===== src/hw/rtl/ipdq_pkg.sv =====
// Shared types, codes and character constants of the dotted-quad scanner.
// Depends on nothing; used by the controller, the datapath, the top and the checker.
package ipdq_pkg;

    localparam int TEXT_DEPTH = 17;
    localparam int LEN_W      = 5;

    localparam logic [2:0] OCT_IDLE = 3'd4;
    localparam logic [2:0] OCT_LAST = 3'd3;

    localparam logic CMD_BYTE = 1'b0;
    localparam logic CMD_EOS  = 1'b1;

    localparam logic [1:0] KIND_PLAIN = 2'd0;
    localparam logic [1:0] KIND_TEXT  = 2'd1;
    localparam logic [1:0] KIND_ADDR  = 2'd2;

    localparam logic [7:0] CH_LBRACK = 8'h5B;
    localparam logic [7:0] CH_RBRACK = 8'h5D;
    localparam logic [7:0] CH_DOT    = 8'h2E;
    localparam logic [7:0] CH_ZERO   = 8'h30;
    localparam logic [7:0] CH_NINE   = 8'h39;
    localparam logic [7:0] CH_UPPER_A = 8'h41;
    localparam logic [7:0] CH_UPPER_Z = 8'h5A;
    localparam logic [7:0] CH_LOWER_A = 8'h61;
    localparam logic [7:0] CH_LOWER_Z = 8'h7A;

    localparam logic [11:0] OCTET_MAX = 12'd255;

    typedef enum logic [1:0] {
        ST_IDLE,
        ST_TEXT,
        ST_ADDR,
        ST_CHAR
    } t_state;

    typedef struct packed {
        logic accept;
        logic load_text;
        logic load_addr;
        logic load_char;
    } t_dp_cmd;

    typedef struct packed {
        logic plan_text;
        logic plan_addr;
        logic plan_char;
        logic pend_addr;
        logic pend_char;
        logic text_last;
        logic out_free;
    } t_dp_status;

    function automatic logic is_digit(input logic [7:0] c);
        return (c >= CH_ZERO) && (c <= CH_NINE);
    endfunction

    function automatic logic is_alnum(input logic [7:0] c);
        return is_digit(c) || ((c >= CH_UPPER_A) && (c <= CH_UPPER_Z)) ||
               ((c >= CH_LOWER_A) && (c <= CH_LOWER_Z));
    endfunction

endpackage


===== src/hw/rtl/ipv4_dotted_quad_scanner_top.sv =====
// Top level of the IPv4 dotted-quad scanner: sequencer plus datapath.
// Depends on ipdq_pkg, ipdq_ctrl and ipdq_dp.
//
// The scanner takes one word per handshake (a byte, or an end-of-stream flush) and
// returns each word's results in order, the final one flagged by o_last. A word that
// yields no result (a digit, a dot or an opening bracket of an address being
// matched) is taken without holding off input. The results of a word leave one per
// cycle through the single output register when the receiver does not stall; the
// longest word is a closing bracket that releases seventeen text bytes and the
// address. Input is held off while the results of a word are being sent.
// Writing i_cfg_we discards any held address text and restarts matching in the new mode.
module ipv4_dotted_quad_scanner_top (
    input  logic        i_clk,
    input  logic        i_rst_n,
    input  logic        i_in_valid,
    output logic        o_in_stall,
    input  logic        i_cmd,
    input  logic [7:0]  i_in_byte,
    output logic        o_out_valid,
    input  logic        i_out_stall,
    output logic [1:0]  o_kind,
    output logic [7:0]  o_out_byte,
    output logic [31:0] o_address,
    output logic        o_last,
    input  logic        i_cfg_we,
    input  logic        i_cfg_wdata
);

    ipdq_pkg::t_dp_cmd    ctl;
    ipdq_pkg::t_dp_status status;

    ipdq_ctrl u_ctrl (
        .i_clk      (i_clk),
        .i_rst_n    (i_rst_n),
        .i_in_valid (i_in_valid),
        .o_in_stall (o_in_stall),
        .i_status   (status),
        .o_ctl      (ctl)
    );

    ipdq_dp u_dp (
        .i_clk       (i_clk),
        .i_rst_n     (i_rst_n),
        .i_cmd       (i_cmd),
        .i_in_byte   (i_in_byte),
        .i_cfg_we    (i_cfg_we),
        .i_cfg_wdata (i_cfg_wdata),
        .i_ctl       (ctl),
        .o_status    (status),
        .i_out_stall (i_out_stall),
        .o_out_valid (o_out_valid),
        .o_kind      (o_kind),
        .o_out_byte  (o_out_byte),
        .o_address   (o_address),
        .o_last      (o_last)
    );

endmodule


===== src/hw/rtl/ipdq_ctrl.sv =====
// Sequencer of the dotted-quad scanner: accepts words and steps out their results.
// Depends on ipdq_pkg; drives the datapath through t_dp_cmd and reads t_dp_status.
module ipdq_ctrl (
    input  logic                 i_clk,
    input  logic                 i_rst_n,
    input  logic                 i_in_valid,
    output logic                 o_in_stall,
    input  ipdq_pkg::t_dp_status i_status,
    output ipdq_pkg::t_dp_cmd    o_ctl
);

    ipdq_pkg::t_state r_state;
    ipdq_pkg::t_state n_state;

    always_ff @(posedge i_clk) begin
        if (!i_rst_n) begin
            r_state <= ipdq_pkg::ST_IDLE;
        end else begin
            r_state <= n_state;
        end
    end

    always_comb begin
        n_state = r_state;
        case (r_state)
            ipdq_pkg::ST_IDLE: begin
                if (i_in_valid) begin
                    if (i_status.plan_text) begin
                        n_state = ipdq_pkg::ST_TEXT;
                    end else if (i_status.plan_addr) begin
                        n_state = ipdq_pkg::ST_ADDR;
                    end else if (i_status.plan_char) begin
                        n_state = ipdq_pkg::ST_CHAR;
                    end
                end
            end
            ipdq_pkg::ST_TEXT: begin
                if (i_status.out_free && i_status.text_last) begin
                    if (i_status.pend_addr) begin
                        n_state = ipdq_pkg::ST_ADDR;
                    end else if (i_status.pend_char) begin
                        n_state = ipdq_pkg::ST_CHAR;
                    end else begin
                        n_state = ipdq_pkg::ST_IDLE;
                    end
                end
            end
            ipdq_pkg::ST_ADDR: begin
                if (i_status.out_free) begin
                    n_state = i_status.pend_char ? ipdq_pkg::ST_CHAR : ipdq_pkg::ST_IDLE;
                end
            end
            ipdq_pkg::ST_CHAR: begin
                if (i_status.out_free) begin
                    n_state = ipdq_pkg::ST_IDLE;
                end
            end
            default: begin
                n_state = ipdq_pkg::ST_IDLE;
            end
        endcase
    end

    always_comb begin
        o_in_stall      = (r_state != ipdq_pkg::ST_IDLE);
        o_ctl.accept    = (r_state == ipdq_pkg::ST_IDLE) && i_in_valid;
        o_ctl.load_text = (r_state == ipdq_pkg::ST_TEXT) && i_status.out_free;
        o_ctl.load_addr = (r_state == ipdq_pkg::ST_ADDR) && i_status.out_free;
        o_ctl.load_char = (r_state == ipdq_pkg::ST_CHAR) && i_status.out_free;
    end

endmodule


===== src/hw/rtl/ipdq_dp.sv =====
// Datapath of the dotted-quad scanner: match state, text store, result plan and output word.
// Depends on ipdq_pkg; commanded by ipdq_ctrl.
module ipdq_dp (
    input  logic                 i_clk,
    input  logic                 i_rst_n,
    input  logic                 i_cmd,
    input  logic [7:0]           i_in_byte,
    input  logic                 i_cfg_we,
    input  logic                 i_cfg_wdata,
    input  ipdq_pkg::t_dp_cmd    i_ctl,
    output ipdq_pkg::t_dp_status o_status,
    input  logic                 i_out_stall,
    output logic                 o_out_valid,
    output logic [1:0]           o_kind,
    output logic [7:0]           o_out_byte,
    output logic [31:0]          o_address,
    output logic                 o_last
);

    localparam int LW = ipdq_pkg::LEN_W;

    // Match state
    logic          r_bm;
    logic [2:0]    r_oi;
    logic [1:0]    r_dc;
    logic [7:0]    r_oct [4];
    logic [LW-1:0] r_len;
    logic [7:0]    r_text [ipdq_pkg::TEXT_DEPTH];

    // Plan of the word being answered
    logic [LW-1:0] r_fcnt;
    logic [LW-1:0] r_rd;
    logic [1:0]    r_tkind;
    logic          r_do_addr;
    logic          r_do_char;
    logic [31:0]   r_addr;
    logic [7:0]    r_char;

    // Output word
    logic          r_out_valid;
    logic [1:0]    r_out_kind;
    logic [7:0]    r_out_byte;
    logic [31:0]   r_out_addr;
    logic          r_out_last;

    logic [2:0]    n_oi;
    logic [1:0]    n_dc;
    logic [7:0]    n_oct [4];
    logic [LW-1:0] n_len;
    logic          push;
    logic [LW-1:0] p_fcnt;
    logic [1:0]    p_kind;
    logic          p_addr;
    logic          p_char;

    logic [1:0]    oi2;
    logic [7:0]    cur;
    logic [11:0]   val;
    logic          active;
    logic          dig;
    logic          aln;
    logic          room;
    logic          out_free;

    always_comb begin
        oi2    = r_oi[1:0];
        cur    = r_oct[oi2];
        val    = {1'b0, cur, 3'b000} + {3'b000, cur, 1'b0} + {8'h00, i_in_byte[3:0]};
        active = (r_oi < ipdq_pkg::OCT_IDLE);
        dig    = ipdq_pkg::is_digit(i_in_byte);
        aln    = ipdq_pkg::is_alnum(i_in_byte);
        room   = (r_len < LW'(ipdq_pkg::TEXT_DEPTH));

        n_oi   = r_oi;
        n_dc   = r_dc;
        n_oct  = r_oct;
        n_len  = r_len;
        push   = 1'b0;
        p_fcnt = '0;
        p_kind = ipdq_pkg::KIND_PLAIN;
        p_addr = 1'b0;
        p_char = 1'b0;

        if (i_cmd == ipdq_pkg::CMD_EOS) begin
            if (!r_bm && (r_oi == ipdq_pkg::OCT_LAST) && (r_dc != 2'd0)) begin
                p_addr = 1'b1;
                p_kind = ipdq_pkg::KIND_TEXT;
            end
            p_fcnt = r_len;
            n_len  = '0;
            n_dc   = 2'd0;
            if (r_bm) begin
                n_oi = ipdq_pkg::OCT_IDLE;
            end else begin
                n_oi     = 3'd0;
                n_oct[0] = 8'h00;
            end
        end else if (!active && r_bm && (i_in_byte == ipdq_pkg::CH_LBRACK)) begin
            push     = 1'b1;
            n_len    = room ? r_len + 1'b1 : r_len;
            n_oi     = 3'd0;
            n_oct[0] = 8'h00;
            n_dc     = 2'd0;
        end else if (!active && !r_bm && !aln) begin
            p_char   = 1'b1;
            n_oi     = 3'd0;
            n_oct[0] = 8'h00;
            n_dc     = 2'd0;
        end else if (active && (r_dc != 2'd3) && dig && (val <= ipdq_pkg::OCTET_MAX)) begin
            n_oct[oi2] = val[7:0];
            push       = 1'b1;
            n_len      = room ? r_len + 1'b1 : r_len;
            n_dc       = r_dc + 2'd1;
        end else if (active && (r_oi != ipdq_pkg::OCT_LAST) && (r_dc != 2'd0) &&
                     (i_in_byte == ipdq_pkg::CH_DOT)) begin
            n_oi              = r_oi + 3'd1;
            n_oct[oi2 + 2'd1] = 8'h00;
            push              = 1'b1;
            n_len             = room ? r_len + 1'b1 : r_len;
            n_dc              = 2'd0;
        end else if ((r_oi == ipdq_pkg::OCT_LAST) && (r_dc != 2'd0) && r_bm &&
                     (i_in_byte == ipdq_pkg::CH_RBRACK)) begin
            // The closing bracket is held first, so it leaves as address text.
            push   = 1'b1;
            p_fcnt = room ? r_len + 1'b1 : r_len;
            p_kind = ipdq_pkg::KIND_TEXT;
            p_addr = 1'b1;
            n_len  = '0;
            n_oi   = ipdq_pkg::OCT_IDLE;
            n_dc   = 2'd0;
        end else if ((r_oi == ipdq_pkg::OCT_LAST) && (r_dc != 2'd0) && !r_bm && !aln) begin
            p_fcnt   = r_len;
            p_kind   = ipdq_pkg::KIND_TEXT;
            p_addr   = 1'b1;
            p_char   = 1'b1;
            n_len    = '0;
            n_oi     = 3'd0;
            n_oct[0] = 8'h00;
            n_dc     = 2'd0;
        end else begin
            p_fcnt = r_len;
            p_char = 1'b1;
            n_len  = '0;
            n_dc   = 2'd0;
            if (!r_bm && !aln) begin
                n_oi     = 3'd0;
                n_oct[0] = 8'h00;
            end else begin
                n_oi = ipdq_pkg::OCT_IDLE;
            end
        end
    end

    always_ff @(posedge i_clk) begin
        if (!i_rst_n) begin
            r_bm  <= 1'b0;
            r_oi  <= 3'd0;
            r_dc  <= 2'd0;
            r_oct <= '{default: 8'h00};
            r_len <= '0;
        end else if (i_cfg_we) begin
            r_bm     <= i_cfg_wdata;
            r_len    <= '0;
            r_dc     <= 2'd0;
            r_oi     <= i_cfg_wdata ? ipdq_pkg::OCT_IDLE : 3'd0;
            r_oct[0] <= i_cfg_wdata ? r_oct[0] : 8'h00;
        end else if (i_ctl.accept) begin
            r_oi  <= n_oi;
            r_dc  <= n_dc;
            r_oct <= n_oct;
            r_len <= n_len;
        end
    end

    always_ff @(posedge i_clk) begin
        if (i_ctl.accept && push && room) begin
            r_text[r_len] <= i_in_byte;
        end
    end

    always_ff @(posedge i_clk) begin
        if (!i_rst_n) begin
            r_do_addr <= 1'b0;
            r_do_char <= 1'b0;
            r_fcnt    <= '0;
            r_rd      <= '0;
        end else if (i_ctl.accept) begin
            r_do_addr <= p_addr;
            r_do_char <= p_char;
            r_fcnt    <= p_fcnt;
            r_rd      <= '0;
        end else if (i_ctl.load_text) begin
            r_rd <= r_rd + 1'b1;
        end
    end

    always_ff @(posedge i_clk) begin
        if (i_ctl.accept) begin
            r_tkind <= p_kind;
            r_addr  <= {r_oct[0], r_oct[1], r_oct[2], r_oct[3]};
            r_char  <= i_in_byte;
        end
    end

    assign out_free = !r_out_valid || !i_out_stall;

    always_ff @(posedge i_clk) begin
        if (!i_rst_n) begin
            r_out_valid <= 1'b0;
        end else if (i_ctl.load_text || i_ctl.load_addr || i_ctl.load_char) begin
            r_out_valid <= 1'b1;
        end else if (!i_out_stall) begin
            r_out_valid <= 1'b0;
        end
    end

    always_ff @(posedge i_clk) begin
        if (i_ctl.load_text) begin
            r_out_kind <= r_tkind;
            r_out_byte <= r_text[r_rd];
            r_out_addr <= '0;
            r_out_last <= o_status.text_last && !r_do_addr && !r_do_char;
        end else if (i_ctl.load_addr) begin
            r_out_kind <= ipdq_pkg::KIND_ADDR;
            r_out_byte <= 8'h00;
            r_out_addr <= r_addr;
            r_out_last <= !r_do_char;
        end else if (i_ctl.load_char) begin
            r_out_kind <= ipdq_pkg::KIND_PLAIN;
            r_out_byte <= r_char;
            r_out_addr <= '0;
            r_out_last <= 1'b1;
        end
    end

    always_comb begin
        o_status.plan_text = (p_fcnt != '0);
        o_status.plan_addr = p_addr;
        o_status.plan_char = p_char;
        o_status.pend_addr = r_do_addr;
        o_status.pend_char = r_do_char;
        o_status.text_last = (r_rd == r_fcnt - 1'b1);
        o_status.out_free  = out_free;
    end

    assign o_out_valid = r_out_valid;
    assign o_kind      = r_out_kind;
    assign o_out_byte  = r_out_byte;
    assign o_address   = r_out_addr;
    assign o_last      = r_out_last;

endmodule


===== config.mk =====
export PLATFORM = sky130hd
export DESIGN_NAME = ipv4_dotted_quad_scanner_top
export DESIGN_NICKNAME = d
export VERILOG_FILES = /design/src/hw/rtl/ipdq_pkg.sv /design/src/hw/rtl/ipv4_dotted_quad_scanner_top.sv /design/src/hw/rtl/ipdq_ctrl.sv /design/src/hw/rtl/ipdq_dp.sv
export SDC_FILE = /design/constraint.sdc
export NUM_CORES = 1
export LEC_CHECK = 0
export ABC_AREA = 1
export CORE_ASPECT_RATIO = 0.75
export CORE_UTILIZATION = 53
export CTS_CLUSTER_DIAMETER = 120
export DETAILED_ROUTE_END_ITERATION = 10
export DONT_BUFFER_PORTS = 1
export PLACE_DENSITY = 0.68
export SLEW_MARGIN = 40
export SYNTH_ARGS = -nofsm -noshare
export SYNTH_HDL_FRONTEND = slang
export SYNTH_SLANG_ARGS = --single-unit

===== constraint.sdc =====
create_clock -name i_clk -period 10.53 [get_ports i_clk]
set_input_delay 2.6325 -clock i_clk [delete_from_list [all_inputs] [get_ports i_clk]]
set_output_delay 2.6325 -clock i_clk [all_outputs]
set_load 0.005 [all_outputs]

Word level (Yosys, flattened, before mapping):

Memories as Yosys holds them, arrays and structs flattened. A register that Yosys moved wholly into a read port is not among the register bits.
Cells that the tools add are included.

* add/subtract/negate cells: 8
* multiply operators: 0
* divide/modulo/power cells: 0
* $lt $le $gt $ge: 13
* equal/unequal tests: 21
* shift-type cells: 0
* muxes and demuxes: 107
* bitwise logic cells: 9
* reductions and logical operators: 60

Operator list (number)
* 8-bit two-way mux: 17
* 32-bit two-way mux: 4
* 24-bit two-way mux: 4
* 5-bit two-way mux: 14
* 2-bit two-way mux: 22
* 3-bit two-way mux: 12
* 32-bit bitwise AND: 1
* 32-bit bitwise mux: 1
* 8-bit demux with 2-bit select: 2
* 1-bit logical AND: 32
* 32-bit inverter: 1
* 1-bit two-way mux: 29
* 8-bit binary-select mux with 2-bit select: 1
* 8-bit by 7-bit equality test with 1-bit output, second input constant: 2
* 8-bit by 7-bit >= comparator with 1-bit output, second input constant: 2
* 8-bit by 7-bit <= comparator with 1-bit output, second input constant: 2
* 11-bit by 9-bit adder with 12-bit output: 1
* 12-bit by 4-bit adder with 12-bit output: 1
* 12-bit by 8-bit <= comparator with 1-bit output, second input constant: 1
* 5-bit by 1-bit adder with 5-bit output, second input constant: 2
* 5-bit AND reduction: 2
* 2-bit nonzero test: 5
* 8-bit by 6-bit equality test with 1-bit output, second input constant: 1
* 8-bit by 6-bit >= comparator with 1-bit output, second input constant: 1
* 31 further kinds: 58

* register bits after elaboration: 143
* bits in latches: 0
* memory bits (writable): 136
* bits in read-only memories: 0
* input port bits: 15
* memories kept: 1

Memories
* u_dp.r_text: words 17, width 8, rd ports 1, clocked after memory_dff 1, write ports 1, line ipdq_dp.sv:28 `logic [7:0] r_text [ipdq_pkg::TEXT_DEPTH];`

Logic depth before layout (Yosys ltp):

* depth in word-level cells: 17
* depth in mapped cells: 29

Cells and area by module:

From an unflattened synthesis, not the netlist that was laid out.

* cell total of the unflattened synthesis: 1367
* area, all modules: 13077.5 um^2

Modules (own cells, without submodules)
* ipdq_dp: times used 1, cells each 1332, area each 12876.1 um^2, seq. area each 7507.2 um^2
* ipdq_ctrl: times used 1, cells each 35, area each 201.4 um^2, seq. area each 40.0 um^2

Worst setup path after synthesis:

OpenSTA, ideal clock, no wires.

* path type: input-to-reg
* from: input port i_in_byte[3]
* to: memory u_dp.r_text[16][0] (enable)
* library setup time: 0.395 ns
* arrival: 5.484 ns
* path slack: 4.651 ns
* cell stages on the path: 16
* cell sequence: inv_1 -> fa_1 -> fa_1 -> inv_1 -> nand3_1 -> nand3_1 -> nand2_1 -> nand2_1 -> nand2_1 -> nand2_1 -> nand4_1 -> nand4_1 -> nand2_1 -> inv_1 -> nand2_1 -> nor4_1

* longest elaborated chain between the ends: 13
* elaborated cells on any way between the ends: 33

Ends and longest elaborated chain
* start: declaration: line ipv4_dotted_quad_scanner_top.sv:18 `input logic [7:0] i_in_byte,`
* parallel branches: the longest is 7 deep, another holds 12-bit by 4-bit adder with 12-bit output
* 1-bit two-way mux (*): line ipdq_dp.sv:98 `end else if (!active && r_bm && (i_in_byte == ipdq_pkg::CH_LBRACK)) begin`
* 1-bit two-way mux (*): line ipdq_dp.sv:84 `if (i_cmd == ipdq_pkg::CMD_EOS) begin`
* 1-bit logical AND (*) (2 in a row): line ipdq_dp.sv:176 `if (i_ctl.accept && push && room) begin`
* 1-bit two-way mux (*): line ipdq_dp.sv:176
* 1-bit two-way mux (not written as such) (*): line ipdq_dp.sv:177 `r_text[r_len] <= i_in_byte;`
* end: declaration: line ipdq_dp.sv:28

Mark *: on every way between the ends.

Worst setup path in the final report:

* from: input port i_in_byte[3]
* to: memory u_dp.r_text[4][2] (enable)

Same word-level chain as after synthesis.

==> impl_metrics.yaml <==
outcome:
  status: "complete, no violations"
power:
  p_leak_nw: 5.04
  vdd_drop_max_v: 0.000126
  p_per_area_nw_per_um2: 208
timing:
  slew_violations: 0
  finalCritPeriodShare_pct: 52.3
  tightest_slew_ns: 0.829
  relSlewSlack_pct: 44.5
  holdWs_ns: 0.421
  clock.fmax_ghz: 0.182
  skew_ns: 0.0312
  hold_violations: 0
  finalSetupViolCount: 0
  rsz0062_at_grt: "no"
  period_minus_slack_ns: 5.50
  fin_tns_setup_ns: 0
global_routing:
  grtUsageMet1_pct: 40.4
  gr-total-overflow: 0
  top_usage_layer: "met1"
  grt_max_degree: 66
  grt_first_pass_wirelength_um: 47300
  antenna_found_initial: 0
  grt_util_met2_pct: 32.8
  grt_usage_pct: 24.6
  gr-usage-met3_pct: 5.43
  grt_pass1_vias: 8248
synth:
  avgSynthCellArea_um2: 9.90
  synth_flop_cell: "edfxtp_1"
  synth-edff-count: 188
  synth_nets: 1341
  synthTopCellsByCount: "nand2_1 (202), edfxtp_1 (188), nor2_1 (154)"
  syn_area_um2: 12800
  yosysTopAreaCell: "edfxtp_1"
  ys_ff_latch: 283
  async_flop_share_pct: 0
  syn_inst: 1293
  yosysSeqAreaShare_pct: 59.0
  yosys_warnings: 0
  synth_area_leaders: "edfxtp_1 (44%), dfxtp_1 (15%), nand2_1 (5.9%)"
  synth_cell_type_count: 45
  yosysMostFrequentCell: "nand2_1"
  synth.top_cell.area_share_pct: 44.1
worst_setup_path:
  crit_fanout: 22
  cp_common_cell: "nand2_1"
  path_class: "input pin to register"
  crit_path_end_kind: "register"
  cp-start-kind: "input pin"
  cp.arrival_ns: 5.67
  crit_buf_inv: 3
  crit_slowest_cell: "nor2_1"
  crit_chain: "inv_1 > fa_1 > fa_1 > inv_1 > nand3_1 > nand3_1 > nand2_1 > nand2_1 > nand2_1 > nand2_1 > nand4_1 > nand4_1 > nand2_1 > inv_1 > nand2_1 > nor2_1"
  critPathMaxStageDelay_ns: 0.68
  cp_top_family: "simple AND/OR/NAND/NOR gates"
  cp.required_ns: 10.70
clocking:
  cts_setup_buffers: 0
  cts_resized: 0
  cts_num_sinks: 283
  clk_pin_slew_worst_paths_ns: 0.06
  cts.htree.levels: 1
  cts_buffer_depth: 3
  root_buffer: "clkbuf_16"
  cts_tree: "built"
  insertion_delay_ns: 0.56
  cts_buffers: 28
  postCtsHoldBufs: 0
drt:
  vias: 9463
  avgRoutedWirePerCell_um: 19.1
  finalWirelength_um: 30500
  drcViolationCount: 0
  vias_per_cell: 5.92
  dr.pass1.iters: 5
  drt_iter0_markers: 1115
  postRouteAntennaNets: 0
placed_design:
  post-place-cells: 1547
  routabilityCongestion: 0.861
  portBuffers: 0
  hpwl_um: 20500
die:
  initial_core_util_pct: 54.8
  ioPinCount: 60
  die_area_um2: 24800
  die_x_um: 181
  std_cell_rows: 48
  coreArea_um2: 23400
  dieHeight_um: 137
cells_and_area:
  drive_above_1_share_pct: 8.70
  syn_to_final_growth_pct: 8.90
  n_antenna_cell: 0
  stdcell_count: 1599
  final_nets: 1325
job:
  drv_cap: 0
hold_path:
  hp-class: "register to register"
[layout by cell type, fill, tap and decap left out, types with 3 or more instances in the layout]
master,instances
clkinv_2,3
edfxtp_1,188
nor3_1,11
nand2_1,202
o221ai_1,22
clkbuf_16,29
xnor2_1,3
clkinv_1,6
buf_4,11
inv_2,6
o32ai_1,26
clkbuf_8,7
nand4_1,16
nor2_4,3
nor2_1,148
inv_1,123
o22ai_1,23
xor2_1,9
nand3_1,61
nor2_2,11
o21ai_0,99
a21oi_1,96
a22oi_1,3
o21ai_2,3
clkbuf_1,7
ha_1,31
or2_2,4
dfxtp_1,94
a211oi_2,24
[layer usage]
metal  wire length [um]  part of all wire (%)
met5                  0                     0
met4                313                   1.0
met3               3100                    10
met2              12100                    40
met1              15000                    49
[metrics by stage]
step | worst slack, ns | util (%) | power, W | instance area (um2)
6_report | 5.03 | 59.7 | 0.00289 | 13900
5_1_grt | 4.81 | 59.7 | 0.00302 | 13900
4_1_cts | 5.08 | 59.6 | 0.00290 | 13900
3_5_place_dp | 4.52 | 55.8 | 0.00194 | 13000
3_3_place_gp | 4.59 | 55.8 | 0.00193 | 13000
2_1_floorplan | 4.65 | - | 0.00179 | 12800
[cells by family after synthesis]
group,Yosys count,share of synthesized area [%]
DFF,283,59.0
AOI/OAI and AO/OA,306,15.4
buffers and inverters,190,5.79
and+or+nand+nor,469,15.7
adders and majority gates,33,3.34
xor gates and xnor gates,12,0.821
[cell type report]
class | count | area, um2
well taps | 300 | 375
inverters | 133 | 504
clock buffers | 43 | 848
clock inverters | 9 | 53.8
multi-input cells | 820 | 4530
repair buffers | 11 | 82.6
flip-flops and latches | 283 | 7550
fillers | 1932 | 9420
[final timing paths]
kind              depth (start not counted)                 to            from  slack, ns
setup reg to reg                         19  u_dp.r_text[4][2]    u_dp.r_oi[0]       5.50
hold reg to reg                           0    u_dp.r_addr[17]  u_dp.r_oct[17]       0.42
hold / removal                            0    u_dp.r_addr[17]  u_dp.r_oct[17]       0.42
setup / recovery                         16  u_dp.r_text[4][2]    i_in_byte[3]       5.03
[where the power goes]
part	switching (W)	internal, W	leakage, nW
Combinational	0.000362	0.000142	2.10
Sequential	0.0000763	0.00134	2.50
Clock	0.000420	0.000554	0.439
[flip-flops by register name, summed over array words and instances, names as in the netlist, named ones only]
name and flops:
u_dp.o_out_byte 8, u_dp.r_char 8, u_dp.r_dc 2, u_ctrl.r_state 2, u_dp.r_fcnt 5, u_dp.o_address 32, u_dp.r_oct 32, u_dp.r_do_addr 1
u_dp.o_out_valid 1, u_dp.r_text 136, u_dp.o_last 1, u_dp.r_bm 1, u_dp.r_addr 32, u_dp.o_kind 2, u_dp.r_rd 5, u_dp.r_tkind 1
u_dp.r_do_char 1, u_dp.r_oi 3, u_dp.r_len 5
Note: power is estimated with default switching activity, not from simulation.
